<file path="src/rtl/core/sip_pkg.sv">
`timescale 1ns / 1ps
// ----------------------------------------------------------------------------
// sip_pkg
// Types, constants and character helpers shared by the string-to-integer
// parser unit.
// ----------------------------------------------------------------------------
package sip_pkg;

    localparam int unsigned OFFSET_WIDTH_DEF = 16;

    localparam int unsigned BASE_W   = 6;
    localparam int unsigned VALUE_W  = 64;
    localparam int unsigned END_W    = 16;
    localparam int unsigned STATUS_W = 2;
    localparam int unsigned OUT_W    = 88;

    localparam logic [BASE_W-1:0] BASE_RESET = 6'd10;
    localparam logic [BASE_W-1:0] BASE_DEC   = 6'd10;
    localparam logic [BASE_W-1:0] BASE_OCT   = 6'd8;
    localparam logic [BASE_W-1:0] BASE_HEX   = 6'd16;
    localparam logic [BASE_W-1:0] BASE_AUTO  = 6'd0;
    localparam logic [BASE_W-1:0] BASE_BAD   = 6'd1;
    localparam logic [BASE_W-1:0] BASE_MAX   = 6'd36;
    localparam logic [BASE_W-1:0] DIGIT_NONE = 6'd36;

    localparam logic [7:0] CH_NUL   = 8'h00;
    localparam logic [7:0] CH_ZERO  = 8'h30;
    localparam logic [7:0] CH_X     = 8'h78;
    localparam logic [7:0] CH_PLUS  = 8'h2B;
    localparam logic [7:0] CH_MINUS = 8'h2D;
    localparam logic [7:0] CH_SPACE = 8'h20;
    localparam logic [7:0] CH_TAB   = 8'h09;
    localparam logic [7:0] CH_CR    = 8'h0D;

    localparam logic [VALUE_W-1:0] POS_LIMIT = 64'h7FFF_FFFF_FFFF_FFFF;
    localparam logic [VALUE_W-1:0] NEG_LIMIT = 64'h8000_0000_0000_0000;
    localparam logic [END_W-1:0]   END_MAX   = 16'hFFFF;

    typedef enum logic [2:0] {
        PH_DONE   = 3'd0,
        PH_LEAD   = 3'd1,
        PH_PLUS   = 3'd2,
        PH_NUM    = 3'd3,
        PH_ZERO   = 3'd4,
        PH_PREFIX = 3'd5,
        PH_DIGITS = 3'd6,
        PH_SKIP   = 3'd7
    } t_phase;

    typedef enum logic [STATUS_W-1:0] {
        ST_OK      = 2'd0,
        ST_INVALID = 2'd1,
        ST_RANGE   = 2'd2
    } t_status;

    typedef struct packed {
        logic [VALUE_W-1:0] acc;
        logic [BASE_W-1:0]  base;
        logic [BASE_W-1:0]  digit;
        logic               negative;
    } t_mac_in;

    typedef struct packed {
        logic [VALUE_W-1:0] sum;
        logic               overflow;
    } t_mac_out;

    function automatic logic [BASE_W-1:0] digit_of(input logic [7:0] c);
        logic [BASE_W-1:0] d;
        d = DIGIT_NONE;
        if (c >= 8'h30 && c <= 8'h39) begin
            d = 6'(c - 8'h30);
        end else if (c >= 8'h61 && c <= 8'h7A) begin
            d = 6'(c - 8'h61 + 8'd10);
        end else if (c >= 8'h41 && c <= 8'h5A) begin
            d = 6'(c - 8'h41 + 8'd10);
        end
        return d;
    endfunction

    function automatic logic is_space(input logic [7:0] c);
        return (c == CH_SPACE) || (c >= CH_TAB && c <= CH_CR);
    endfunction

endpackage

</file>
<file path="src/rtl/core/string_to_integer_parser_unit.sv">
`timescale 1ns / 1ps
// Result path: the result word becomes valid on the master side once the terminating
//   character has passed from the input register into the result register.
// Throughput: one character per cycle; the 64x6 multiply-accumulate and range
//   compare sit between the input register and the parser state. A result word
//   held by the master side stalls the input.
// Reset: synchronous, active low; parser idle, number_base back to 10.
// ----------------------------------------------------------------------------
// string_to_integer_parser_unit
// Streaming string-to-integer parser: one character per word in, one
// value/offset/status word out per string at most.
// ----------------------------------------------------------------------------
module string_to_integer_parser_unit #(
    parameter int unsigned OFFSET_WIDTH = sip_pkg::OFFSET_WIDTH_DEF
) (
    input  logic                       i_clk,
    input  logic                       i_rst_n,
    input  logic                       i_cfg_valid,
    output logic                       o_cfg_ready,
    input  logic [sip_pkg::BASE_W-1:0] i_cfg_data,
    input  logic                       i_s_axis_tvalid,
    output logic                       o_s_axis_tready,
    input  logic [7:0]                 i_s_axis_tdata,  // [7:0] ch
    input  logic                       i_s_axis_tuser,  // [0] first
    output logic                       o_m_axis_tvalid,
    input  logic                       i_m_axis_tready,
    output logic [sip_pkg::OUT_W-1:0]  o_m_axis_tdata   // [63:0] value, [79:64] end_offset,
                                                        // [81:80] status, [87:82] zero
);
    import sip_pkg::*;

    localparam logic [OFFSET_WIDTH-1:0] POS_MAX = {OFFSET_WIDTH{1'b1}};

    logic                    r_cfg_base;
    logic [BASE_W-1:0]       r_number_base;

    logic                    r_in_valid;
    logic [7:0]              r_ch;
    logic                    r_first;

    t_phase                  r_phase, n_phase;
    logic [VALUE_W-1:0]      r_acc, n_acc;
    logic                    r_neg, n_neg;
    logic [OFFSET_WIDTH-1:0] r_pos, n_pos;
    logic [BASE_W-1:0]       r_base, n_base;

    logic                    r_out_valid;
    logic [VALUE_W-1:0]      r_out_value, n_out_value;
    logic [END_W-1:0]        r_out_end, n_out_end;
    t_status                 r_out_status, n_out_status;

    logic                    fire;
    logic                    emit;
    logic [BASE_W-1:0]       dig;
    logic [31:0]             pos_ext;
    t_mac_in                 mac_req;
    t_mac_out                mac_rsp;

    assign r_cfg_base = i_cfg_valid;
    assign o_cfg_ready = 1'b1;

    always_ff @(posedge i_clk) begin
        if (!i_rst_n) begin
            r_number_base <= BASE_RESET;
        end else if (r_cfg_base) begin
            r_number_base <= i_cfg_data;
        end
    end

    assign fire            = r_in_valid && (!r_out_valid || i_m_axis_tready);
    assign o_s_axis_tready = !r_in_valid || fire;

    always_ff @(posedge i_clk) begin
        if (!i_rst_n) begin
            r_in_valid <= 1'b0;
        end else if (i_s_axis_tvalid && o_s_axis_tready) begin
            r_in_valid <= 1'b1;
        end else if (fire) begin
            r_in_valid <= 1'b0;
        end
    end

    always_ff @(posedge i_clk) begin
        if (i_s_axis_tvalid && o_s_axis_tready) begin
            r_ch    <= i_s_axis_tdata;
            r_first <= i_s_axis_tuser;
        end
    end

    assign dig              = digit_of(r_ch);
    assign mac_req.acc      = (r_phase == PH_ZERO) ? '0 : r_acc;
    assign mac_req.base     = (r_base == BASE_AUTO) ? BASE_OCT : r_base;
    assign mac_req.digit    = dig;
    assign mac_req.negative = r_neg;

    sip_mac_unit u_mac (
        .i_req (mac_req),
        .o_rsp (mac_rsp)
    );

    always_comb begin
        t_phase                  e_ph;
        logic [VALUE_W-1:0]      e_acc;
        logic                    e_neg;
        logic [OFFSET_WIDTH-1:0] e_pos;
        logic [BASE_W-1:0]       e_base;
        logic                    run;
        logic                    do_start;
        logic                    do_digits;
        logic [VALUE_W-1:0]      e_val;
        t_status                 e_st;

        e_ph      = r_phase;
        e_acc     = r_acc;
        e_neg     = r_neg;
        e_pos     = r_pos;
        e_base    = r_base;
        run       = 1'b1;
        do_start  = 1'b0;
        do_digits = 1'b0;
        emit      = 1'b0;
        e_val     = '0;
        e_st      = ST_OK;

        if (r_first) begin
            e_acc  = '0;
            e_neg  = 1'b0;
            e_pos  = '0;
            e_base = r_number_base;
            e_ph   = PH_LEAD;
            if (r_number_base == BASE_BAD || r_number_base > BASE_MAX) begin
                emit = 1'b1;
                e_st = ST_INVALID;
                run  = 1'b0;
            end
        end else if (r_phase == PH_DONE) begin
            run = 1'b0;
        end

        n_phase = e_ph;
        n_acc   = e_acc;
        n_neg   = e_neg;
        n_base  = e_base;

        if (run) begin
            case (e_ph)
                PH_LEAD: begin
                    if (is_space(r_ch)) begin
                        n_phase = PH_LEAD;
                    end else if (r_ch == CH_PLUS) begin
                        n_phase = PH_PLUS;
                    end else if (r_ch == CH_MINUS) begin
                        n_neg   = 1'b1;
                        n_phase = PH_NUM;
                    end else begin
                        do_start = 1'b1;
                    end
                end
                PH_PLUS: begin
                    if (r_ch == CH_MINUS) begin
                        n_neg   = 1'b1;
                        n_phase = PH_NUM;
                    end else begin
                        do_start = 1'b1;
                    end
                end
                PH_NUM: begin
                    do_start = 1'b1;
                end
                PH_ZERO: begin
                    if (r_ch == CH_X) begin
                        n_base  = BASE_HEX;
                        n_phase = PH_PREFIX;
                    end else begin
                        if (e_base == BASE_AUTO) begin
                            n_base = BASE_OCT;
                        end
                        n_acc     = '0;
                        n_phase   = PH_DIGITS;
                        do_digits = 1'b1;
                    end
                end
                PH_PREFIX: begin
                    if (dig >= e_base) begin
                        emit = 1'b1;
                        e_st = ST_INVALID;
                    end else begin
                        n_acc   = {{(VALUE_W - BASE_W){1'b0}}, dig};
                        n_phase = PH_DIGITS;
                    end
                end
                PH_DIGITS: begin
                    do_digits = 1'b1;
                end
                PH_SKIP: begin
                    if (r_ch == CH_NUL) begin
                        emit  = 1'b1;
                        e_st  = ST_RANGE;
                        e_val = e_neg ? NEG_LIMIT : POS_LIMIT;
                    end
                end
                default: begin
                    n_phase = e_ph;
                end
            endcase

            if (do_start) begin
                if ((e_base == BASE_AUTO || e_base == BASE_HEX) && r_ch == CH_ZERO) begin
                    n_phase = PH_ZERO;
                end else begin
                    if (e_base == BASE_AUTO) begin
                        n_base = BASE_DEC;
                    end
                    if (dig >= n_base) begin
                        emit = 1'b1;
                        e_st = ST_INVALID;
                    end else begin
                        n_acc   = {{(VALUE_W - BASE_W){1'b0}}, dig};
                        n_phase = PH_DIGITS;
                    end
                end
            end

            if (do_digits) begin
                if (dig >= mac_req.base) begin
                    emit  = 1'b1;
                    e_st  = ST_OK;
                    e_val = e_neg ? (VALUE_W'(0) - n_acc) : n_acc;
                end else if (mac_rsp.overflow) begin
                    n_phase = PH_SKIP;
                end else begin
                    n_acc = mac_rsp.sum;
                end
            end
        end

        if (emit) begin
            n_phase = PH_DONE;
        end

        n_pos = e_pos;
        if (run && !emit && e_pos != POS_MAX) begin
            n_pos = e_pos + 1'b1;
        end

        pos_ext      = 32'(e_pos);
        n_out_end    = (pos_ext > 32'(END_MAX)) ? END_MAX : pos_ext[END_W-1:0];
        n_out_value  = e_val;
        n_out_status = e_st;
    end

    always_ff @(posedge i_clk) begin
        if (!i_rst_n) begin
            r_phase <= PH_DONE;
            r_acc   <= '0;
            r_neg   <= 1'b0;
            r_pos   <= '0;
            r_base  <= BASE_RESET;
        end else if (fire) begin
            r_phase <= n_phase;
            r_acc   <= n_acc;
            r_neg   <= n_neg;
            r_pos   <= n_pos;
            r_base  <= n_base;
        end
    end

    always_ff @(posedge i_clk) begin
        if (!i_rst_n) begin
            r_out_valid <= 1'b0;
        end else if (fire && emit) begin
            r_out_valid <= 1'b1;
        end else if (i_m_axis_tready) begin
            r_out_valid <= 1'b0;
        end
    end

    always_ff @(posedge i_clk) begin
        if (fire && emit) begin
            r_out_value  <= n_out_value;
            r_out_end    <= n_out_end;
            r_out_status <= n_out_status;
        end
    end

    assign o_m_axis_tvalid = r_out_valid;
    assign o_m_axis_tdata  = {{(OUT_W - VALUE_W - END_W - STATUS_W){1'b0}},
                              r_out_status, r_out_end, r_out_value};

    a_no_drop_on_stall: assert property (@(posedge i_clk) disable iff (!i_rst_n)
        (!o_s_axis_tready) |-> (r_in_valid && r_out_valid))
        else $error("input held without a pending result");

    a_range_saturates: assert property (@(posedge i_clk) disable iff (!i_rst_n)
        (r_out_valid && r_out_status == ST_RANGE) |->
        (r_out_value == POS_LIMIT || r_out_value == NEG_LIMIT))
        else $error("range result not saturated");

    a_invalid_zero: assert property (@(posedge i_clk) disable iff (!i_rst_n)
        (r_out_valid && r_out_status == ST_INVALID) |-> (r_out_value == '0))
        else $error("invalid result carries a value");

    a_skip_holds: assert property (@(posedge i_clk) disable iff (!i_rst_n)
        (fire && r_phase == PH_SKIP && !r_first && r_ch != CH_NUL) |=>
        (r_phase == PH_SKIP))
        else $error("overflow skip left before end of string");

    a_emit_idles: assert property (@(posedge i_clk) disable iff (!i_rst_n)
        (fire && emit) |=> (r_phase == PH_DONE && r_out_valid))
        else $error("result issued without returning to idle");

endmodule

</file>
<file path="src/rtl/core/sip_mac_unit.sv">
`timescale 1ns / 1ps
// ----------------------------------------------------------------------------
// sip_mac_unit
// Multiply-accumulate of one digit into the magnitude with exact range check
// against the signed 64-bit limit.
// ----------------------------------------------------------------------------
module sip_mac_unit (
    input  sip_pkg::t_mac_in  i_req,
    output sip_pkg::t_mac_out o_rsp
);
    import sip_pkg::*;

    logic [VALUE_W+BASE_W-1:0] prod;
    logic [VALUE_W+BASE_W:0]   sum;
    logic [VALUE_W-1:0]        limit;

    assign prod  = {{BASE_W{1'b0}}, i_req.acc} * {{VALUE_W{1'b0}}, i_req.base};
    assign sum   = {1'b0, prod} + {{(VALUE_W + 1){1'b0}}, i_req.digit};
    assign limit = i_req.negative ? NEG_LIMIT : POS_LIMIT;

    assign o_rsp.sum      = sum[VALUE_W-1:0];
    assign o_rsp.overflow = sum > {{(BASE_W + 1){1'b0}}, limit};

endmodule

</file>
<file path="config.mk">
export PLATFORM = sky130hd
export DESIGN_NAME = string_to_integer_parser_unit
export DESIGN_NICKNAME = d
export VERILOG_FILES = /design/src/rtl/core/sip_pkg.sv /design/src/rtl/core/string_to_integer_parser_unit.sv /design/src/rtl/core/sip_mac_unit.sv
export SDC_FILE = /design/constraint.sdc
export NUM_CORES = 2
export LEC_CHECK = 0
export ABC_AREA = 1
export BUFFER_PORTS_ARGS = -buffer_cell sky130_fd_sc_hd__buf_2
export CORE_MARGIN = 5
export CORE_UTILIZATION = 40
export DETAILED_ROUTE_END_ITERATION = 12
export GPL_TIMING_DRIVEN = 0
export PLACE_DENSITY = 0.61
export SLEW_MARGIN = 15
export SYNTH_ARGS = -nofsm -noshare
export SYNTH_HDL_FRONTEND = slang
export SYNTH_SLANG_ARGS = --single-unit
</file>
<file path="constraint.sdc">
create_clock -name i_clk -period 14 [get_ports i_clk]
set_clock_uncertainty 0.1 [all_clocks]
set_input_delay 4.2 -clock i_clk [delete_from_list [all_inputs] [get_ports i_clk]]
set_output_delay 4.2 -clock i_clk [all_outputs]
set_load 0.01 [all_outputs]
</file>
Word-level counts from Yosys, hierarchy flattened:

Cells that the tools add are included.

* $add $sub $neg: 8
* $mul: 1
* $lt $le $gt $ge: 13
* equal/unequal tests: 16
* multiplexer cells: 95
* reductions and logical operators: 24

Operators with widths (number)
* 2-to-1 mux 64 bit: 19
* one-hot mux 64 bit (2 select lines): 1
* 2-to-1 mux 6 bit: 15
* adder 70 x 6 -> 71 bit: 1
* greater-than comparator 71 x 64 -> 1 bit: 1
* multiplier 64 x 6 -> 70 bit: 1
* subtractor 1 x 64 -> 64 bit (first input constant): 1
* 2-to-1 mux 3 bit: 13
* equality test 8 x 6 -> 1 bit (second input constant): 4
* 2-to-1 mux 16 bit: 2
* 2-to-1 mux 1 bit: 30
* greater-or-equal comparator 6 bit: 3
* 2-to-1 mux 2 bit: 9
* adder 16 x 1 -> 16 bit (second input constant): 1
* greater-or-equal comparator 8 x 7 -> 1 bit (second input constant): 2
* <= comparator 8 x 7 -> 1 bit (second input constant): 2
* inequality test 16 bit (second input constant): 1
* equality test 3 bit (second input constant): 5
* adder 6 x 4 -> 6 bit (second input constant): 2
* logical NOT 6 bit: 2
* one-hot mux 3 bit (4 select lines): 1
* subtractor 6 bit (second input constant): 2
* logical AND 1 bit: 10
* equality test 8 x 7 -> 1 bit (second input constant): 1
* other kinds (18): 28

* bits in registers: 189
* bits of input ports: 20
* word-level logic and storage cells: 170

Logic depth before layout (Yosys ltp):

* depth after elaboration: 20
* depth in mapped cells: 51
* gate-level depth less buffers: 48

By module:

A second synthesis with hierarchy kept.

* cells, all modules: 4490
* area, all modules: 29696.0 um^2

Modules (own cells, without submodules)
* sip_mac_unit: instances 1, cells each 2471, area each 16304.4 um^2, sequential area each 0.0 um^2
* string_to_integer_parser_unit: instances 1, cells each 2019, area each 13391.6 um^2, sequential area each 4694.5 um^2

Least setup slack after synthesis:

Ideal clock, no wire load.

* kind: input -> output
* start: input port i_m_axis_tready
* end: output port o_s_axis_tready
* data arrival time: 4384 ps
* required time: 9700 ps
* setup slack: 5316 ps
* stages on the path: 2
* buffers on the path: 0
* path through: inv_1 -> nand3_1

* longest elaborated chain between the ends: 3

Ends and longest elaborated chain
* start, declared: line string_to_integer_parser_unit.sv:26 `input logic i_m_axis_tready,`
* logical OR 1 bit: line string_to_integer_parser_unit.sv:70 `assign fire = r_in_valid && (!r_out_valid || i_m_axis_tready);`
* logical AND 1 bit: line string_to_integer_parser_unit.sv:70
* logical OR 1 bit: line string_to_integer_parser_unit.sv:71 `assign o_s_axis_tready = !r_in_valid || fire;`
* end, declared: line string_to_integer_parser_unit.sv:22 `output logic o_s_axis_tready,`

Every way passes these cells.

Worst setup path in the final report:

* start: register r_base[5]
* end: register r_acc[7]

* longest elaborated chain between the ends: 18

Ends and longest elaborated chain
* start, declared: line string_to_integer_parser_unit.sv:45 `logic [BASE_W-1:0] r_base, n_base;`
* start signal, assigned: line string_to_integer_parser_unit.sv:264 `r_base <= n_base;`
* parallel branches: the longest is 16 deep, another holds adder 70 x 6 -> 71 bit
* 2-to-1 mux 64 bit *: line string_to_integer_parser_unit.sv:224 `if (do_digits) begin`
* 2-to-1 mux 64 bit *: line string_to_integer_parser_unit.sv:145 `if (run) begin`
* end signal, assigned: line string_to_integer_parser_unit.sv:261 `r_acc <= n_acc;`
* end, declared: line string_to_integer_parser_unit.sv:42 `logic [VALUE_W-1:0] r_acc, n_acc;`

Mark *: on every way between the ends. The select of a mux whose other input is x is not followed.
A chain may end at the register's enable or synchronous reset.

==> summary.txt <==
Synth
  – Synth area leaders: fa_1 (17%), nand2_1 (15%), ha_1 (10%), edfxtp_1 (9.4%), nor2_1 (8.7%)
  – Area leader, netlist: fa_1
  – Top-count cell post-synth: nand2_1
  – Synthesized flop and latch total: 189
  – Ys Warns: 0
  – Post-synthesis sequential area ratio: 16.1%
  – Async set-reset flop share out of synthesis: 0%
  – Cells after Synth: 4,391
  – Mapped cell area: 29,200 um2
  – Distinct cells, synth: 61
  – List of most frequent post-synthesis cells: nand2_1 (1,141), nor2_1 (676), inv_1 (618), a21oi_1 (295), fa_1 (252)
  – Post-synth EDFFs: 91
  – Synth top area share: 17.3%
  – Syn avg cell area: 6.64 um2
  – Most used DFF post-synth: dfxtp_1

Critical path
  – Max incr delay on CP: 0.90 ns
  – CP top delay family: simple AND/OR/NAND/NOR gates
  – Slowest CP cell: clkbuf_1
  – Critical Path End Type: flip-flop
  – Worst path required time: 14.30 ns
  – Cell mode on critical path: nand2_1
  – Worst Setup Start Kind: flip-flop
  – Crit path kind: reg2reg
  – Crit path DAT: 10.10 ns
  – CP Max Fanout: 10
  – Buf/Inv on CP: 6

Route
  – Vias per inst: 5.35
  – Vias: 29,400
  – # DRC: 0
  – WL per Instance: 19.5 um
  – Drt total wl: 107,000 um
  – Final ANT Viol Nets: 0
  – DRT iter0 DRCs: 2,652
  – Initial DRT Pass Iterations: 6

Layout
  – Nets@finish: 5,034
  – Layout cells sized above 1: 5.76%
  – Area growth, synth to finish: 8.23%
  – Layout Utilization: 43.5%

Floorplan
  – Die area: 78,400 um2
  – Initial Utilization: 40.2%
  – Die width: 280 um
  – Die height: 280 um
  – I/O pins: 111
  – Site Rows: 99
  – Core Area: 72,600 um2

GRT
  – Overflow after GRT: 0
  – Initial antenna violation count: 0
  – First-pass GRT wire length: 165,000 um
  – Largest net degree at the start of global routing: 66
  – GRT Total Usage: 26.8%
  – Vias in the first global route: 28,300

Placement
  – HPWL reported at the end of detailed placement: 91,100 um
  – Port Buf Inserts: 103
  – GPL Wtd Cong: 0.996

Power
  – Power Density: 62.7 nW/um2
  – Leak: 15.8 nW
  – Maximum VDD drop: 76.0 uV

CTS
  – CTS sink cnt: 189
  – CTS Buf Count: 17
  – Root buffer selected by CTS: clkbuf_16
  – Clock Tree Buf Depth: 2
  – Htree depth: 4
  – Clk_lat worst skew: 0.48 ns
  – CTS tree: yes
  – Worst-path clk slew: 0.09 ns
  – Hold-fix buffers at CTS: 0
  – Resize count post-CTS: 0
  – Post-CTS Setup Repair Bufs: 0

Timing
  – Final TNS setup: 0 ns
  – Tmin final: 9.80 ns
  – Final Cycle Share: 70.0%
  – Fmax: 102 MHz
  – Hold Fails Final Rpt: 0
  – Tightest Pin Transition: 1.21 ns
  – Unrepaired setup endpoints after global routing: false
  – Rel. slew slack: 19.3%
  – Slew Viols, Final: 0
  – Setup violators final: 0

Outcome
  – Status: completed

Run
  – # Max-Cap Violations: 0

Min path
  – HP Class: reg2reg
## metal layers
layer,global-route usage (%),up-vias,wire (um)
li1,-,14200,-
met1,38.1,13900,48100
met2,43.4,1092,47900
met3,2.07,163,6970
met4,9.15,0,4200
met5,0,-,0
## layout by cell type, fill, tap and decap left out, types with 9 or more instances in the layout
cell type / Yosys / final
o211ai_1: 28 / 28
nor2_2: 9 / 9
nand2_2: 15 / 15
inv_2: 15 / 15
o21ai_1: 43 / 43
inv_1: 618 / 617
clkbuf_16: 0 / 17
a31oi_1: 31 / 31
edfxtp_1: 91 / 91
nand3b_1: 9 / 9
nand2_1: 1141 / 1141
dfxtp_1: 98 / 97
fa_1: 252 / 252
xnor2_1: 36 / 36
a21oi_1: 295 / 295
ha_1: 243 / 243
nor3_1: 50 / 50
nor2_1: 676 / 676
nor4_1: 13 / 13
o21bai_1: 15 / 15
clkbuf_1: 101 / 101
nand4_1: 76 / 76
o21ai_2: 11 / 11
buf_2: 27 / 130
o21ai_0: 124 / 124
buf_1: 19 / 19
buf_4: 12 / 12
xor2_1: 49 / 49
nand3_1: 205 / 205
## where the power goes
| part | internal (mW) | switching [mW] |
|---|---|---|
| Clock | 0.248 | 0.273 |
| Sequential | 0.608 | 0.0229 |
| Combinational | 0.247 | 0.581 |
| Total | 1.10 | 0.877 |
## final timing paths
path	start	to	slack, ns	depth (start not counted)
worst min-delay path	r_pos[15]	r_pos[15]	0.37	2
worst max-delay path	r_base[5]	r_acc[7]	4.20	33
worst min register to register	r_pos[15]	r_pos[15]	0.37	2
worst max register to register	r_base[5]	r_acc[7]	4.20	33
## worst min-delay path: cells and delay by family (launching register included)
kind | cells | cell delay, ns
and+or+nand+nor | 1 | 0.06
AOI/OAI and AO/OA | 1 | 0.05
DFF | 1 | 0.32
## stage by stage
stage / hold WS (ns) / power, mW / setup slack, ns / area, um2 / std cells
2_1_floorplan: 0.341 / 1.19 / 5.32 / 29200 / 4396
3_3_place_gp: 0.351 / 1.45 / 4.32 / 30900 / 5458
3_5_place_dp: 0.357 / 1.45 / 4.28 / 30900 / 5459
4_1_cts: 0.368 / 1.97 / 4.26 / 31600 / 5491
5_1_grt: 0.383 / 2.09 / 3.67 / 31600 / 5491
6_report: 0.366 / 1.98 / 4.20 / 31600 / 5492
## cell type report
type                       instances  area, um2
clock buffer                      17        425
buffer                           169        791
sequential                       189       4700
inverter                         633       2380
timing repair buffer             104        543
antenna                            1       2.50
fill                            7902      41000
clock inverter                    15        203
multi-input combinational       3405      21300
tap                              959       1200
## kinds of logic (layout without fill, tap and decap cells)
| group | after synthesis | in the layout | share of synthesized area (%) |
|---|---|---|---|
| AOI/OAI and AO/OA | 587 | 587 | 11.1 |
| adders and majority gates | 495 | 495 | 27.7 |
| and+or+nand+nor | 2231 | 2231 | 31.6 |
| DFF | 189 | 189 | 16.1 |
| buffers and inverters | 802 | 938 | 10.9 |
| xor gates and xnor gates | 85 | 85 | 2.55 |
| other | 2 | 8 | 0.0258 |
## flip-flops by register name (all words and copies together), names as in the netlist
signal           count
o_m_axis_tvalid      1
r_in_valid           1
r_out_status         2
r_number_base        6
r_phase              3
r_first              1
r_neg                1
r_acc               64
r_pos               16
r_out_end           16
r_out_value         64
r_ch                 8
r_base               6
Power figures use the tool's default switching activity.
